===== config.mk =====
export PLATFORM = sky130hd
export DESIGN_NAME = cartesian_admittance_integrator
export DESIGN_NICKNAME = d
export VERILOG_FILES = /design/src/hw/rtl/cai_pkg.sv /design/src/hw/rtl/cartesian_admittance_integrator.sv /design/src/hw/rtl/cai_cfg_regs.sv /design/src/hw/rtl/cai_mulsat.sv /design/src/hw/rtl/cai_seq.sv
export SDC_FILE = /design/constraint.sdc
export NUM_CORES = 2
export LEC_CHECK = 0
export ABC_CLOCK_PERIOD_IN_PS = 10700
export BUFFER_PORTS_ARGS = -buffer_cell sky130_fd_sc_hd__buf_2
export CAP_MARGIN = 20
export CORE_MARGIN = 1
export CORE_UTILIZATION = 57
export CTS_CLUSTER_SIZE = 12
export DETAILED_ROUTE_END_ITERATION = 8
export PLACE_DENSITY = 0.84
export SYNTH_ARGS = -nofsm -noshare
export SYNTH_HDL_FRONTEND = slang
export SYNTH_SLANG_ARGS = --single-unit

===== constraint.sdc =====
create_clock -name clk -period 10.7 [get_ports clk]
set_clock_uncertainty 0.05 [all_clocks]
set_input_delay 1.07 -clock clk [delete_from_list [all_inputs] [get_ports clk]]
set_output_delay 1.07 -clock clk [all_outputs]
set_load 0.03 [all_outputs]

===== src/hw/rtl/cai_pkg.sv =====
// Shared types and constants for the cartesian admittance integrator.
// Holds payload structs, configuration codes and defaults, and the control
// structs between the sequencer and the shared multiply unit. No dependencies.
package cai_pkg;

  localparam int AXES           = 3;
  localparam int DATA_WIDTH_DEF = 32;
  localparam int FIELD_W        = 32;

  localparam int IM_W     = 25;
  localparam int GAIN_W   = 31;
  localparam int TS_W     = 25;
  localparam int CHUNK_W  = 32;
  localparam int FRAC_LO  = 16;
  localparam int FRAC_HI  = 24;

  localparam int CFG_IDX_W  = 2;
  localparam int CFG_DATA_W = 32;

  localparam logic [CFG_IDX_W-1:0] CFG_INV_MASS  = 2'd0;
  localparam logic [CFG_IDX_W-1:0] CFG_DAMPING   = 2'd1;
  localparam logic [CFG_IDX_W-1:0] CFG_STIFFNESS = 2'd2;
  localparam logic [CFG_IDX_W-1:0] CFG_TIME_STEP = 2'd3;

  localparam logic [IM_W-1:0]   INV_MASS_RST  = 25'd838861;
  localparam logic [GAIN_W-1:0] DAMPING_RST   = 31'd13107200;
  localparam logic [GAIN_W-1:0] STIFFNESS_RST = 31'd32768000;
  localparam logic [TS_W-1:0]   TIME_STEP_RST = 25'd134218;

  localparam logic OP_INTEGRATE = 1'b0;
  localparam logic OP_LOAD      = 1'b1;

  typedef struct packed {
    logic                      opcode;
    logic signed [FIELD_W-1:0] force_x;
    logic signed [FIELD_W-1:0] force_y;
    logic signed [FIELD_W-1:0] force_z;
    logic signed [FIELD_W-1:0] ref_pos_x;
    logic signed [FIELD_W-1:0] ref_pos_y;
    logic signed [FIELD_W-1:0] ref_pos_z;
    logic signed [FIELD_W-1:0] ref_vel_x;
    logic signed [FIELD_W-1:0] ref_vel_y;
    logic signed [FIELD_W-1:0] ref_vel_z;
  } in_item_t;

  typedef struct packed {
    logic signed [FIELD_W-1:0] cmd_vel_x;
    logic signed [FIELD_W-1:0] cmd_vel_y;
    logic signed [FIELD_W-1:0] cmd_vel_z;
    logic signed [FIELD_W-1:0] pos_x;
    logic signed [FIELD_W-1:0] pos_y;
    logic signed [FIELD_W-1:0] pos_z;
    logic                      saturated;
  } out_item_t;

  typedef struct packed {
    logic [IM_W-1:0]   inverse_mass;
    logic [GAIN_W-1:0] damping_gain;
    logic [GAIN_W-1:0] stiffness_gain;
    logic [TS_W-1:0]   time_step;
  } cfg_t;

  // sequencer -> multiply unit
  typedef struct packed {
    logic start;
    logic frac24;   // 1: drop 24 fraction bits, 0: drop 16
  } mul_ctl_t;

  // multiply unit -> sequencer
  typedef struct packed {
    logic done;
    logic clip;
  } mul_sts_t;

endpackage


===== src/hw/rtl/cartesian_admittance_integrator.sv =====
// Cartesian admittance integrator, top level.
// Depends on cai_pkg, cai_cfg_regs, cai_mulsat and cai_seq.
//
// One input transaction is one control tick of a three-axis mass-spring-damper
// admittance law with diagonal gains shared by all axes. For each axis the
// block forms the damping term (v - vr)*damping, the spring term
// (x - xr)*stiffness, net = F - damping - spring, acc = net*inverse_mass, then
// v += acc*dt and x += v*dt with the new v. Every product is rounded half away
// from zero and saturated to DATA_WIDTH signed bits, every sum saturates too,
// and any clip raises saturated on that tick's result. Opcode OP_LOAD instead
// copies the reference position into the position state (saturated) and clears
// the velocity. Each tick yields exactly one result: the updated velocity
// (twist command) and position of each axis, low 32 bits of the state.
// All products go through one 32x31 multiplier that takes the operand
// magnitude 32 bits per cycle, in NCHUNK chunks, with NCHUNK =
// ceil((max(DATA_WIDTH,32)+1)/32), which is 2 for DATA_WIDTH up to 63.
// in_stall stays high while a tick is being worked. The result sits in an
// output register, so the next transaction can be taken while the previous
// result waits on out_stall; a tick only stalls at its end if that register
// is still occupied. Configuration writes are taken every cycle (cfg_ready is
// always high) and must only be issued while no tick is in progress.
// Velocity and position reset to zero.
module cartesian_admittance_integrator #(
  parameter int DATA_WIDTH = cai_pkg::DATA_WIDTH_DEF
) (
  input  logic                           clk,
  input  logic                           rst,
  input  logic                           in_valid,
  output logic                           in_stall,
  input  cai_pkg::in_item_t              in_data,
  output logic                           out_valid,
  input  logic                           out_stall,
  output cai_pkg::out_item_t             out_data,
  input  logic                           cfg_valid,
  output logic                           cfg_ready,
  input  logic [cai_pkg::CFG_IDX_W-1:0]  cfg_index,
  input  logic [cai_pkg::CFG_DATA_W-1:0] cfg_data
);
  import cai_pkg::*;

  localparam int EW = ((DATA_WIDTH > FIELD_W) ? DATA_WIDTH : FIELD_W) + 1;

  cfg_t                        cfg;
  logic                        accept;
  logic                        out_free;
  logic                        busy;
  logic                        fin;
  logic                        flag;
  logic signed [DATA_WIDTH-1:0] vel [AXES];
  logic signed [DATA_WIDTH-1:0] pos [AXES];
  mul_ctl_t                    mctl;
  mul_sts_t                    msts;
  logic signed [EW-1:0]        operand;
  logic [GAIN_W-1:0]           gain;
  logic signed [DATA_WIDTH-1:0] result;

  // a new tick is taken whenever the sequencer is idle
  assign in_stall = busy;
  assign accept   = in_valid && !in_stall;
  // output register may be refilled when empty or being drained this cycle
  assign out_free = !out_valid || !out_stall;

  cai_cfg_regs u_cfg (
    .clk       (clk),
    .rst       (rst),
    .cfg_valid (cfg_valid),
    .cfg_ready (cfg_ready),
    .cfg_index (cfg_index),
    .cfg_data  (cfg_data),
    .cfg       (cfg)
  );

  cai_seq #(
    .DW (DATA_WIDTH)
  ) u_seq (
    .clk      (clk),
    .rst      (rst),
    .accept   (accept),
    .item     (in_data),
    .cfg      (cfg),
    .out_free (out_free),
    .busy     (busy),
    .fin      (fin),
    .vel      (vel),
    .pos      (pos),
    .flag     (flag),
    .mctl     (mctl),
    .operand  (operand),
    .gain     (gain),
    .result   (result),
    .msts     (msts)
  );

  // the one shared multiply / round / saturate unit
  cai_mulsat #(
    .DW (DATA_WIDTH)
  ) u_mul (
    .clk     (clk),
    .rst     (rst),
    .ctl     (mctl),
    .operand (operand),
    .gain    (gain),
    .result  (result),
    .sts     (msts)
  );

  // output register: valid is control, payload loads only on a finished tick
  always_ff @(posedge clk) begin
    if (rst) begin
      out_valid <= 1'b0;
    end else if (fin) begin
      out_valid <= 1'b1;
    end else if (!out_stall) begin
      out_valid <= 1'b0;
    end
  end

  // wide state is cut to its low 32 bits, narrow state is sign extended
  always_ff @(posedge clk) begin
    if (fin) begin
      out_data.cmd_vel_x <= FIELD_W'(vel[0]);
      out_data.cmd_vel_y <= FIELD_W'(vel[1]);
      out_data.cmd_vel_z <= FIELD_W'(vel[2]);
      out_data.pos_x     <= FIELD_W'(pos[0]);
      out_data.pos_y     <= FIELD_W'(pos[1]);
      out_data.pos_z     <= FIELD_W'(pos[2]);
      out_data.saturated <= flag;
    end
  end

  a_fin_free: assert property (@(posedge clk) disable iff (rst)
    fin |-> out_free)
    else $error("result would overwrite an undelivered transaction");

  a_busy_after_accept: assert property (@(posedge clk) disable iff (rst)
    accept |=> in_stall)
    else $error("block not busy after taking a transaction");

endmodule


===== src/hw/rtl/cai_cfg_regs.sv =====
// Configuration register file for the admittance integrator.
// Depends on cai_pkg (register codes, widths, reset values).
module cai_cfg_regs (
  input  logic                            clk,
  input  logic                            rst,
  input  logic                            cfg_valid,
  output logic                            cfg_ready,
  input  logic [cai_pkg::CFG_IDX_W-1:0]   cfg_index,
  input  logic [cai_pkg::CFG_DATA_W-1:0]  cfg_data,
  output cai_pkg::cfg_t                   cfg
);
  import cai_pkg::*;

  assign cfg_ready = 1'b1;

  always_ff @(posedge clk) begin
    if (rst) begin
      cfg.inverse_mass   <= INV_MASS_RST;
      cfg.damping_gain   <= DAMPING_RST;
      cfg.stiffness_gain <= STIFFNESS_RST;
      cfg.time_step      <= TIME_STEP_RST;
    end else if (cfg_valid && cfg_ready) begin
      unique case (cfg_index)
        CFG_INV_MASS:  cfg.inverse_mass   <= cfg_data[IM_W-1:0];
        CFG_DAMPING:   cfg.damping_gain   <= cfg_data[GAIN_W-1:0];
        CFG_STIFFNESS: cfg.stiffness_gain <= cfg_data[GAIN_W-1:0];
        CFG_TIME_STEP: cfg.time_step      <= cfg_data[TS_W-1:0];
        default: ;
      endcase
    end
  end

endmodule


===== src/hw/rtl/cai_mulsat.sv =====
// Shared multiply unit: |operand| * gain over 32-bit chunks, one per cycle,
// then round half away from zero, drop 16 or 24 fraction bits, saturate.
// Depends on cai_pkg (widths, control structs).
module cai_mulsat #(
  parameter int DW = cai_pkg::DATA_WIDTH_DEF
) (
  input  logic                       clk,
  input  logic                       rst,
  input  cai_pkg::mul_ctl_t          ctl,
  input  logic signed [((DW > cai_pkg::FIELD_W) ? DW : cai_pkg::FIELD_W):0] operand,
  input  logic [cai_pkg::GAIN_W-1:0] gain,
  output logic signed [DW-1:0]       result,
  output cai_pkg::mul_sts_t          sts
);
  import cai_pkg::*;

  localparam int EW     = ((DW > FIELD_W) ? DW : FIELD_W) + 1;
  localparam int NCHUNK = (EW + CHUNK_W - 1) / CHUNK_W;
  localparam int PAD_W  = NCHUNK * CHUNK_W;
  localparam int ACC_W  = PAD_W + GAIN_W;
  localparam int PROD_W = CHUNK_W + GAIN_W;
  localparam int CNT_W  = (NCHUNK > 1) ? $clog2(NCHUNK) : 1;

  localparam logic [1:0] U_IDLE = 2'd0;
  localparam logic [1:0] U_MUL  = 2'd1;
  localparam logic [1:0] U_RND  = 2'd2;

  localparam logic [ACC_W-1:0]  LIM_POS = ACC_W'({(DW-1){1'b1}});
  localparam logic [ACC_W-1:0]  LIM_NEG = LIM_POS + ACC_W'(1);
  localparam logic [ACC_W-1:0]  HALF_LO = ACC_W'(1) << (FRAC_LO - 1);
  localparam logic [ACC_W-1:0]  HALF_HI = ACC_W'(1) << (FRAC_HI - 1);
  localparam logic signed [DW-1:0] VMAX = {1'b0, {(DW-1){1'b1}}};
  localparam logic signed [DW-1:0] VMIN = {1'b1, {(DW-1){1'b0}}};

  logic [1:0]        ustate;
  logic              neg;
  logic              frac24;
  logic [PAD_W-1:0]  mag;
  logic [GAIN_W-1:0] gain_q;
  logic [ACC_W-1:0]  acc;
  logic [CNT_W-1:0]  chunk;

  logic [EW-1:0]       abs_op;
  logic [CHUNK_W-1:0]  chunk_val;
  logic [PROD_W-1:0]   prod;
  logic [ACC_W-1:0]    rnd;
  logic [ACC_W-1:0]    shifted;
  logic                over;
  logic [DW-1:0]       mag_dw;

  assign abs_op    = operand[EW-1] ? EW'(-operand) : EW'(operand);
  assign chunk_val = mag[chunk*CHUNK_W +: CHUNK_W];
  assign prod      = PROD_W'(chunk_val) * PROD_W'(gain_q);
  assign rnd       = acc + (frac24 ? HALF_HI : HALF_LO);
  assign shifted   = frac24 ? (rnd >> FRAC_HI) : (rnd >> FRAC_LO);
  assign over      = shifted > (neg ? LIM_NEG : LIM_POS);
  assign mag_dw    = shifted[DW-1:0];

  always_ff @(posedge clk) begin
    if (rst) begin
      ustate   <= U_IDLE;
      sts.done <= 1'b0;
      sts.clip <= 1'b0;
    end else begin
      sts.done <= 1'b0;
      unique case (ustate)
        U_IDLE: begin
          if (ctl.start) begin
            ustate <= U_MUL;
          end
        end
        U_MUL: begin
          if (chunk == '0) begin
            ustate <= U_RND;
          end
        end
        U_RND: begin
          ustate   <= U_IDLE;
          sts.done <= 1'b1;
          sts.clip <= over;
        end
        default: ustate <= U_IDLE;
      endcase
    end
  end

  // datapath, no reset needed
  always_ff @(posedge clk) begin
    if (ustate == U_IDLE && ctl.start) begin
      neg    <= operand[EW-1];
      mag    <= PAD_W'(abs_op);
      gain_q <= gain;
      frac24 <= ctl.frac24;
      acc    <= '0;
      chunk  <= CNT_W'(NCHUNK - 1);
    end else if (ustate == U_MUL) begin
      // most significant chunk first
      acc   <= (acc << CHUNK_W) + ACC_W'(prod);
      chunk <= chunk - CNT_W'(1);
    end else if (ustate == U_RND) begin
      if (over) begin
        result <= neg ? VMIN : VMAX;
      end else begin
        result <= neg ? -$signed(mag_dw) : $signed(mag_dw);
      end
    end
  end

  a_start_idle: assert property (@(posedge clk) disable iff (rst)
    ctl.start |-> ustate == U_IDLE)
    else $error("multiply started while busy");

  a_done_pulse: assert property (@(posedge clk) disable iff (rst)
    sts.done |=> !sts.done)
    else $error("done held longer than one cycle");

endmodule


===== src/hw/rtl/cai_seq.sv =====
// Tick sequencer: walks the axes and the five products per axis through the
// shared multiply unit (or applies a load), does the saturating sums and holds velocity/position.
// Depends on cai_pkg (payload, config and control structs).
module cai_seq #(
  parameter int DW = cai_pkg::DATA_WIDTH_DEF
) (
  input  logic                       clk,
  input  logic                       rst,
  input  logic                       accept,
  input  cai_pkg::in_item_t          item,
  input  cai_pkg::cfg_t              cfg,
  input  logic                       out_free,
  output logic                       busy,
  output logic                       fin,
  output logic signed [DW-1:0]       vel [cai_pkg::AXES],
  output logic signed [DW-1:0]       pos [cai_pkg::AXES],
  output logic                       flag,
  output cai_pkg::mul_ctl_t          mctl,
  output logic signed [((DW > cai_pkg::FIELD_W) ? DW : cai_pkg::FIELD_W):0] operand,
  output logic [cai_pkg::GAIN_W-1:0] gain,
  input  logic signed [DW-1:0]       result,
  input  cai_pkg::mul_sts_t          msts
);
  import cai_pkg::*;

  localparam int EW   = ((DW > FIELD_W) ? DW : FIELD_W) + 1;
  localparam int SW   = EW + 1;
  localparam int AX_W = (AXES > 1) ? $clog2(AXES) : 1;

  localparam logic [2:0] S_IDLE = 3'd0;
  localparam logic [2:0] S_LOAD = 3'd1;
  localparam logic [2:0] S_PREP = 3'd2;
  localparam logic [2:0] S_WAIT = 3'd3;
  localparam logic [2:0] S_ADD  = 3'd4;
  localparam logic [2:0] S_FIN  = 3'd5;

  // product being formed for the current axis
  localparam logic [2:0] MOP_DAMP   = 3'd0;
  localparam logic [2:0] MOP_SPRING = 3'd1;
  localparam logic [2:0] MOP_MASS   = 3'd2;
  localparam logic [2:0] MOP_DV     = 3'd3;
  localparam logic [2:0] MOP_DX     = 3'd4;

  function automatic logic [DW:0] sat_dw(input logic signed [SW-1:0] a);
    logic signed [SW-1:0] smax;
    logic signed [SW-1:0] smin;
    smax = {{(SW-DW+1){1'b0}}, {(DW-1){1'b1}}};
    smin = ~smax;
    if (a > smax) return {1'b1, smax[DW-1:0]};
    if (a < smin) return {1'b1, smin[DW-1:0]};
    return {1'b0, a[DW-1:0]};
  endfunction

  logic [2:0]         state;
  logic [2:0]         op;
  logic [AX_W-1:0]    axis;
  in_item_t           item_q;
  logic signed [DW-1:0] damp;
  logic signed [DW-1:0] spring;
  logic signed [DW-1:0] net;
  logic signed [DW-1:0] accel;

  logic signed [FIELD_W-1:0] f_arr  [AXES];
  logic signed [FIELD_W-1:0] xr_arr [AXES];
  logic signed [FIELD_W-1:0] vr_arr [AXES];
  logic signed [DW-1:0]      vel_cur;
  logic signed [DW-1:0]      pos_cur;
  logic [DW:0]               net_sat;
  logic [DW:0]               vel_sat;
  logic [DW:0]               pos_sat;
  logic [DW:0]               load_sat [AXES];
  logic                      load_clip;

  assign f_arr[0]  = item_q.force_x;
  assign f_arr[1]  = item_q.force_y;
  assign f_arr[2]  = item_q.force_z;
  assign xr_arr[0] = item_q.ref_pos_x;
  assign xr_arr[1] = item_q.ref_pos_y;
  assign xr_arr[2] = item_q.ref_pos_z;
  assign vr_arr[0] = item_q.ref_vel_x;
  assign vr_arr[1] = item_q.ref_vel_y;
  assign vr_arr[2] = item_q.ref_vel_z;

  assign vel_cur = vel[axis];
  assign pos_cur = pos[axis];

  assign net_sat = sat_dw(SW'(f_arr[axis]) - SW'(damp) - SW'(spring));
  assign vel_sat = sat_dw(SW'(vel_cur) + SW'(result));
  assign pos_sat = sat_dw(SW'(pos_cur) + SW'(result));

  always_comb begin
    load_clip = 1'b0;
    for (int i = 0; i < AXES; i++) begin
      load_sat[i] = sat_dw(SW'(xr_arr[i]));
      load_clip   = load_clip | load_sat[i][DW];
    end
  end

  // operand, gain and scaling for the product in flight
  always_comb begin
    mctl.start  = (state == S_PREP);
    mctl.frac24 = 1'b1;
    operand     = EW'(vel_cur);
    gain        = GAIN_W'(cfg.time_step);
    unique case (op) inside
      MOP_DAMP: begin
        mctl.frac24 = 1'b0;
        operand     = EW'(vel_cur) - EW'(vr_arr[axis]);
        gain        = cfg.damping_gain;
      end
      MOP_SPRING: begin
        mctl.frac24 = 1'b0;
        operand     = EW'(pos_cur) - EW'(xr_arr[axis]);
        gain        = cfg.stiffness_gain;
      end
      MOP_MASS: begin
        operand = EW'(net);
        gain    = GAIN_W'(cfg.inverse_mass);
      end
      MOP_DV: begin
        operand = EW'(accel);
      end
      MOP_DX: begin
        operand = EW'(vel_cur);
      end
      default: ;
    endcase
  end

  assign busy = (state != S_IDLE);
  assign fin  = (state == S_FIN) && out_free;

  always_ff @(posedge clk) begin
    if (rst) begin
      state <= S_IDLE;
      op    <= MOP_DAMP;
      axis  <= '0;
      flag  <= 1'b0;
      for (int i = 0; i < AXES; i++) begin
        vel[i] <= '0;
        pos[i] <= '0;
      end
    end else begin
      unique case (state)
        S_IDLE: begin
          if (accept) begin
            axis <= '0;
            op   <= MOP_DAMP;
            flag <= 1'b0;
            state <= (item.opcode == OP_LOAD) ? S_LOAD : S_PREP;
          end
        end
        S_LOAD: begin
          for (int i = 0; i < AXES; i++) begin
            pos[i] <= load_sat[i][DW-1:0];
            vel[i] <= '0;
          end
          flag  <= load_clip;
          state <= S_FIN;
        end
        S_PREP: state <= S_WAIT;
        S_WAIT: begin
          if (msts.done) begin
            flag <= flag | msts.clip;
            unique case (op) inside
              MOP_DAMP: begin
                op    <= MOP_SPRING;
                state <= S_PREP;
              end
              MOP_MASS: begin
                op    <= MOP_DV;
                state <= S_PREP;
              end
              default: state <= S_ADD;
            endcase
          end
        end
        S_ADD: begin
          state <= S_PREP;
          unique case (op) inside
            MOP_SPRING: begin
              flag <= flag | net_sat[DW];
              op   <= MOP_MASS;
            end
            MOP_DV: begin
              vel[axis] <= vel_sat[DW-1:0];
              flag      <= flag | vel_sat[DW];
              op        <= MOP_DX;
            end
            default: begin
              pos[axis] <= pos_sat[DW-1:0];
              flag      <= flag | pos_sat[DW];
              op        <= MOP_DAMP;
              if (axis == AX_W'(AXES - 1)) begin
                state <= S_FIN;
              end else begin
                axis <= axis + AX_W'(1);
              end
            end
          endcase
        end
        S_FIN: begin
          if (out_free) begin
            state <= S_IDLE;
          end
        end
        default: state <= S_IDLE;
      endcase
    end
  end

  // item copy and product results, no reset needed
  always_ff @(posedge clk) begin
    if (state == S_IDLE && accept) begin
      item_q <= item;
    end
    if (state == S_WAIT && msts.done) begin
      if (op == MOP_DAMP)   damp   <= result;
      if (op == MOP_SPRING) spring <= result;
      if (op == MOP_MASS)   accel  <= result;
    end
    if (state == S_ADD && op == MOP_SPRING) begin
      net <= net_sat[DW-1:0];
    end
  end

  a_accept_idle: assert property (@(posedge clk) disable iff (rst)
    accept |-> state == S_IDLE)
    else $error("transaction taken while a tick is in progress");

  a_done_in_wait: assert property (@(posedge clk) disable iff (rst)
    msts.done |-> state == S_WAIT)
    else $error("product finished with no one waiting for it");

endmodule

Yosys cells after proc, flatten, opt, wreduce, memory -nomap -nowiden
Cells that the tools add are included.

cells by class
  equality and inequality tests = 24
  add/sub/neg operators = 12
  muxes and demuxes = 102
  reduce and logical (&&, ||, !) cells = 38
  $mul = 1
  shift-type cells = 1
  $lt $le $gt $ge = 15
  bitwise logic cells = 9

operators with widths
  kind                                                             number
  two-way mux 33 bit                                               24
  two-way mux 32 bit                                               16
  one-hot mux 96 bit (2 select lines)                              2
  binary-select mux 32 bit (select 2 bit)                          5
  bitwise mux 96 bit                                               2
  two-way mux 96 bit                                               2
  one-hot mux 33 bit (4 select lines)                              1
  greater-than comparator 34 x 32 -> 1 bit, second input constant  3
  < comparator 34 x 32 -> 1 bit, second input constant             3
  subtractor 32 x 32 -> 33 bit                                     3
  greater-than comparator 32 bit, second input constant            3
  < comparator 32 bit, second input constant                       3
  adder 95 x 63 -> 95 bit                                          1
  adder 95 bit                                                     1
  greater-than comparator 95 bit                                   1
  one-hot mux 31 bit (3 select lines)                              1
  two-way mux 79 bit                                               1
  adder 32 x 32 -> 33 bit                                          2
  demux 32 bit (select 2 bit)                                      1
  indexed part select 64 x 7 -> 32 bit                             1
  multiplier 32 x 31 -> 63 bit                                     1
  subtractor 33 x 32 -> 34 bit                                     1
  negator 33 bit                                                   1
  negator 32 bit                                                   1
  other kinds (37)                                                 122

word-level totals
  output and inout bits = 196
  register bits = 1121
  bits of input ports = 328

Depth between registers and ports, before layout
  depth after elaboration = 14
  depth in mapped cells = 34
  gate-level depth less buffers = 31

Hierarchy
Synthesis repeated with hierarchy kept, for this count alone.

second synthesis, totals
  cells, all modules = 9336
  area total of the unflattened synthesis = 91169.9 µm²

modules (own cells, without submodules)
  module                           seq. area each (µm²)  area an instance (µm²)  times used  cells each
  cai_mulsat                       4944.7                46106.7                 1           5237
  cai_seq                          16515.8               34682.0                 1           3474
  cartesian_admittance_integrator  5815.6                5834.3                  1           198
  cai_cfg_regs                     2242.2                4546.9                  1           427

Least setup slack after synthesis
Ideal clock, no wire load.

  path kind = input to register
  start point = input out_stall
  end point = register out_data[0] (netlist name) (enable)
  buffers on the path = 0
  data required time = 9.840 ns
  slack = -0.511 ns
  library setup time = 0.810 ns
  cell stages on the path = 1
  arrival time = 10.352 ns
  cell sequence = a21oi_1

on the way
  cells in the longest elaborated chain, start to end = 3

ends and longest elaborated chain
  what               line                                   text
  from (decl)        cartesian_admittance_integrator.sv:32  input logic out_stall,
  zero test 1 bit    -
  logical OR 1 bit   cartesian_admittance_integrator.sv:61  assign out_free = !out_valid || !out_stall;
  logical AND 1 bit  cai_seq.sv:131                         assign fin = (state == S_FIN) && out_free;
  to (decl)          cartesian_admittance_integrator.sv:33  output cai_pkg::out_item_t out_data,

No other way between the ends.
A chain may end at the register's enable or synchronous reset.

Worst setup path in the final report
  start point = register u_mul.chunk
  end point = register u_mul.acc[81]

on the way
  cells in the longest elaborated chain, start to end = 3

ends and longest elaborated chain
  what                                  line              text
  from (decl)                           cai_mulsat.sv:41  logic [CNT_W-1:0] chunk;
  from (signal assigned)                cai_mulsat.sv:95  chunk <= CNT_W'(NCHUNK - 1);
  from (signal assigned)                cai_mulsat.sv:99  chunk <= chunk - CNT_W'(1);
  indexed part select 64 x 7 -> 32 bit  cai_mulsat.sv:52  assign chunk_val = mag[chunk*CHUNK_W +: CHUNK_W];
  multiplier 32 x 31 -> 63 bit          cai_mulsat.sv:53  assign prod = PROD_W'(chunk_val) * PROD_W'(gain_q);
  adder 95 x 63 -> 95 bit               cai_mulsat.sv:98  acc <= (acc << CHUNK_W) + ACC_W'(prod);
  to (signal assigned)                  cai_mulsat.sv:98
  to (decl)                             cai_mulsat.sv:40  logic [ACC_W-1:0] acc;

No other way between the ends.

==> impl_metrics.json <==
{
  "grt_usage_pct": 36.3,
  "finalHoldViolations": 0,
  "ys_ff_latch": 1121,
  "clk_pin_slew_ns": 0.06,
  "routed_wl_mm": 292,
  "ys_warn_count": 0,
  "overflow": 0,
  "synth_sequential_area_ratio_pct": 32.8,
  "slowest_stage": "nor2b_2",
  "status": "finished clean",
  "max_freq_mhz": 99.8,
  "ys_async_sr_fraction_pct": 0,
  "cts_tree": "yes",
  "hold_buffers": 0,
  "rsz0062_at_grt": "false",
  "viasPerCell": 6.18,
  "synth_top_family_by_area": "adder cells",
  "fin_ws_ns": 0.679,
  "synthFlopType": "edfxtp_1",
  "io_pins": 524,
  "path_class": "reg -> reg",
  "antenna_found_initial": 19,
  "setup_viol": 0,
  "dieArea_sq_um": 159000,
  "start_util_pct": 57.5,
  "cp.required_ns": 11.27,
  "ant_nets": 0,
  "min_path_type": "reg -> reg",
  "ctsResizeCount": 0,
  "synth-adder-area-share_pct": 27.5,
  "cts_inserted_buffers": 115,
  "synthMuxAreaShare_pct": 3.05,
  "post-route-period-util_pct": 93.7,
  "numClockSinks": 1121,
  "num_rows": 145,
  "syn_inst": 9320,
  "grt_pass1_wl_mm": 436,
  "final_cell_mix": "nand2_1 (1275), inv_1 (1106), fa_1 (936)",
  "place_hpwl_mm": 222,
  "grt_max_degree": 174,
  "synthXorXnorAreaFrac_pct": 2.91,
  "drtPass1Iterations": 6,
  "report.final.slew_viol_count": 0,
  "final_common_cell": "nand2_1",
  "crit_path_end_kind": "register",
  "synth_compound_area_share_pct": 11.5,
  "drive_above_1_share_pct": 10.0,
  "drc": 0,
  "critPathMaxStageDelay_ns": 0.76,
  "synth_edf_count": 707,
  "critPathLaunchType": "register",
  "routabilityCongestion": 1.03,
  "crit_top_cell": "fa_1",
  "critPathMaxFanout": 19,
  "place_ws_ns": 0.906,
  "cts_root_buf": "clkbuf_16",
  "tns_ns": 0,
  "layout.nets": 11337,
  "syn2layout_area_growth_pct": 9.38,
  "grt_pass1_vias": 73564,
  "cts_buffer_depth": 3,
  "via_count": 72634,
  "first_iter_violations": 7951,
  "synth_cell_types": 92,
  "fp.dieW_um": 399,
  "slew_headroom_pct": 20.8,
  "cts_max_level": 3,
  "wl_per_cell_um": 24.8,
  "fin_crit_ns": 10.02,
  "cts_setup_buffers": 0,
  "yosys.area_share.simple_pct": 15.2,
  "avgSynthCellArea_sq_um": 9.65,
  "die_height_um": 399,
  "tightest_slew_ns": 1.19,
  "synth_area_sq_um": 90000,
  "core_area_sq_um": 156000,
  "synth_nets": 11066,
  "arrival_ns": 10.59,
  "max-cap-violations": 0,
  "clkLatencyLatePin_ns": 0.78,
  "portBuffers": 521
}
## state kept, by name, summed over array words and instances (netlist names), 33 cells and up
| register | count |
|---|---|
| u_mul.acc | 95 |
| u_seq.item_q | 192 |
| u_mul.mag | 33 |
| u_seq.pos | 96 |
| u_cfg.cfg | 112 |
| u_seq.f_arr | 96 |
| out_data | 193 |
| u_seq.vel | 96 |
## path summary, 6_finish.rpt
kind	end	slack (ns)	start	cells after the start
worst max-delay path	u_mul.acc[81]	0.68	u_mul.chunk	30
worst min-delay path	out_data[111]	0.40	u_seq.vel[14]	0
worst max register to register	u_mul.acc[81]	0.68	u_mul.chunk	30
worst min register to register	out_data[111]	0.40	u_seq.vel[14]	0
## per-layer routing
layer	vias to the layer above	GRT usage (%)	share of wire, %
li1	31673	-	-
met1	35628	42.6	35
met2	4262	57.9	46
met3	1047	9.13	10
met4	24	26.2	8.2
met5	-	0	0.055
## per-stage QoR
stage | instances | utilization, % | hold WS, ns | cell area, sq um
4_1_cts | 11734 | 62.8 | 0.392 | 98200
3_5_place_dp | 11525 | 60.6 | 0.388 | 94700
3_3_place_gp | 11524 | 60.6 | 0.385 | 94700
2_1_floorplan | 9320 | - | 0.372 | 90000
5_1_grt | 11744 | 62.9 | 0.413 | 98400
6_report | 11757 | 62.9 | 0.402 | 98400
## area by class of cell
cell class              instances  area, sq um
well taps                    2058         2570
repair buffers                697         4130
flip-flops and latches       1121        29500
clock buffers                 178         3140
clock inverters                31          353
multi-input cells            6546        54400
fillers                     12249        58000
diodes                         16         40.0
inverters                    1110         4180
## cells in the mapped netlist (17+ instances only)
cell | instances | area share [%]
nor3_1 | 160 | 0.89
fa_1 | 936 | 21
buf_2 | 26 | 0.14
o31ai_1 | 20 | 0.17
o21ai_1 | 32 | 0.18
a22o_1 | 28 | 0.27
a21oi_1 | 514 | 2.9
a221oi_1 | 82 | 0.80
nand2_1 | 1275 | 5.3
o22ai_1 | 74 | 0.51
o21a_1 | 44 | 0.37
clkbuf_1 | 470 | 2.0
ha_1 | 482 | 6.7
a22oi_1 | 21 | 0.18
and3_1 | 54 | 0.38
buf_1 | 38 | 0.16
or3_1 | 32 | 0.22
nor2b_1 | 72 | 0.50
a31oi_1 | 53 | 0.37
xnor2_1 | 175 | 1.7
o21ai_0 | 387 | 2.2
dfxtp_1 | 414 | 9.2
and2_1 | 477 | 3.3
inv_1 | 1107 | 4.6
xor2_1 | 124 | 1.2
nand3_1 | 121 | 0.67
a211oi_1 | 53 | 0.44
o21bai_1 | 39 | 0.33
a32oi_1 | 17 | 0.17
and4_1 | 18 | 0.18
nor2_1 | 456 | 1.9
mux2_2 | 24 | 0.30
nand4_1 | 67 | 0.47
a21o_1 | 139 | 1.2
edfxtp_1 | 707 | 24
nor4_1 | 23 | 0.16
nand2b_1 | 45 | 0.31
mux2i_1 | 243 | 2.7
nand3b_1 | 38 | 0.32
o211ai_1 | 20 | 0.17
## cells by family (layout without fill, tap and decap cells)
family          after synthesis  in the layout
other cells                   1             17
fa+ha+maj                  1419           1419
compound gates             1662           1662
xor+xnor                    299            299
buf+inv                    1653           2016
mux                         269            269
flops                      1121           1121
simple gates               2896           2896
## worst max-delay path, delay by kind of cell (launching register included)
kind | cells | cell delay (ns)
and+or+nand+nor | 3 | 0.95
adders and majority gates | 9 | 4.60
xor gates and xnor gates | 1 | 0.20
buffers and inverters | 7 | 1.30
AOI/OAI and AO/OA | 10 | 2.20
DFF | 1 | 0.54
Power is left out: the tool's default activity adds up to more than one toggle a clock period on the data nets, which glitch-free logic cannot reach.
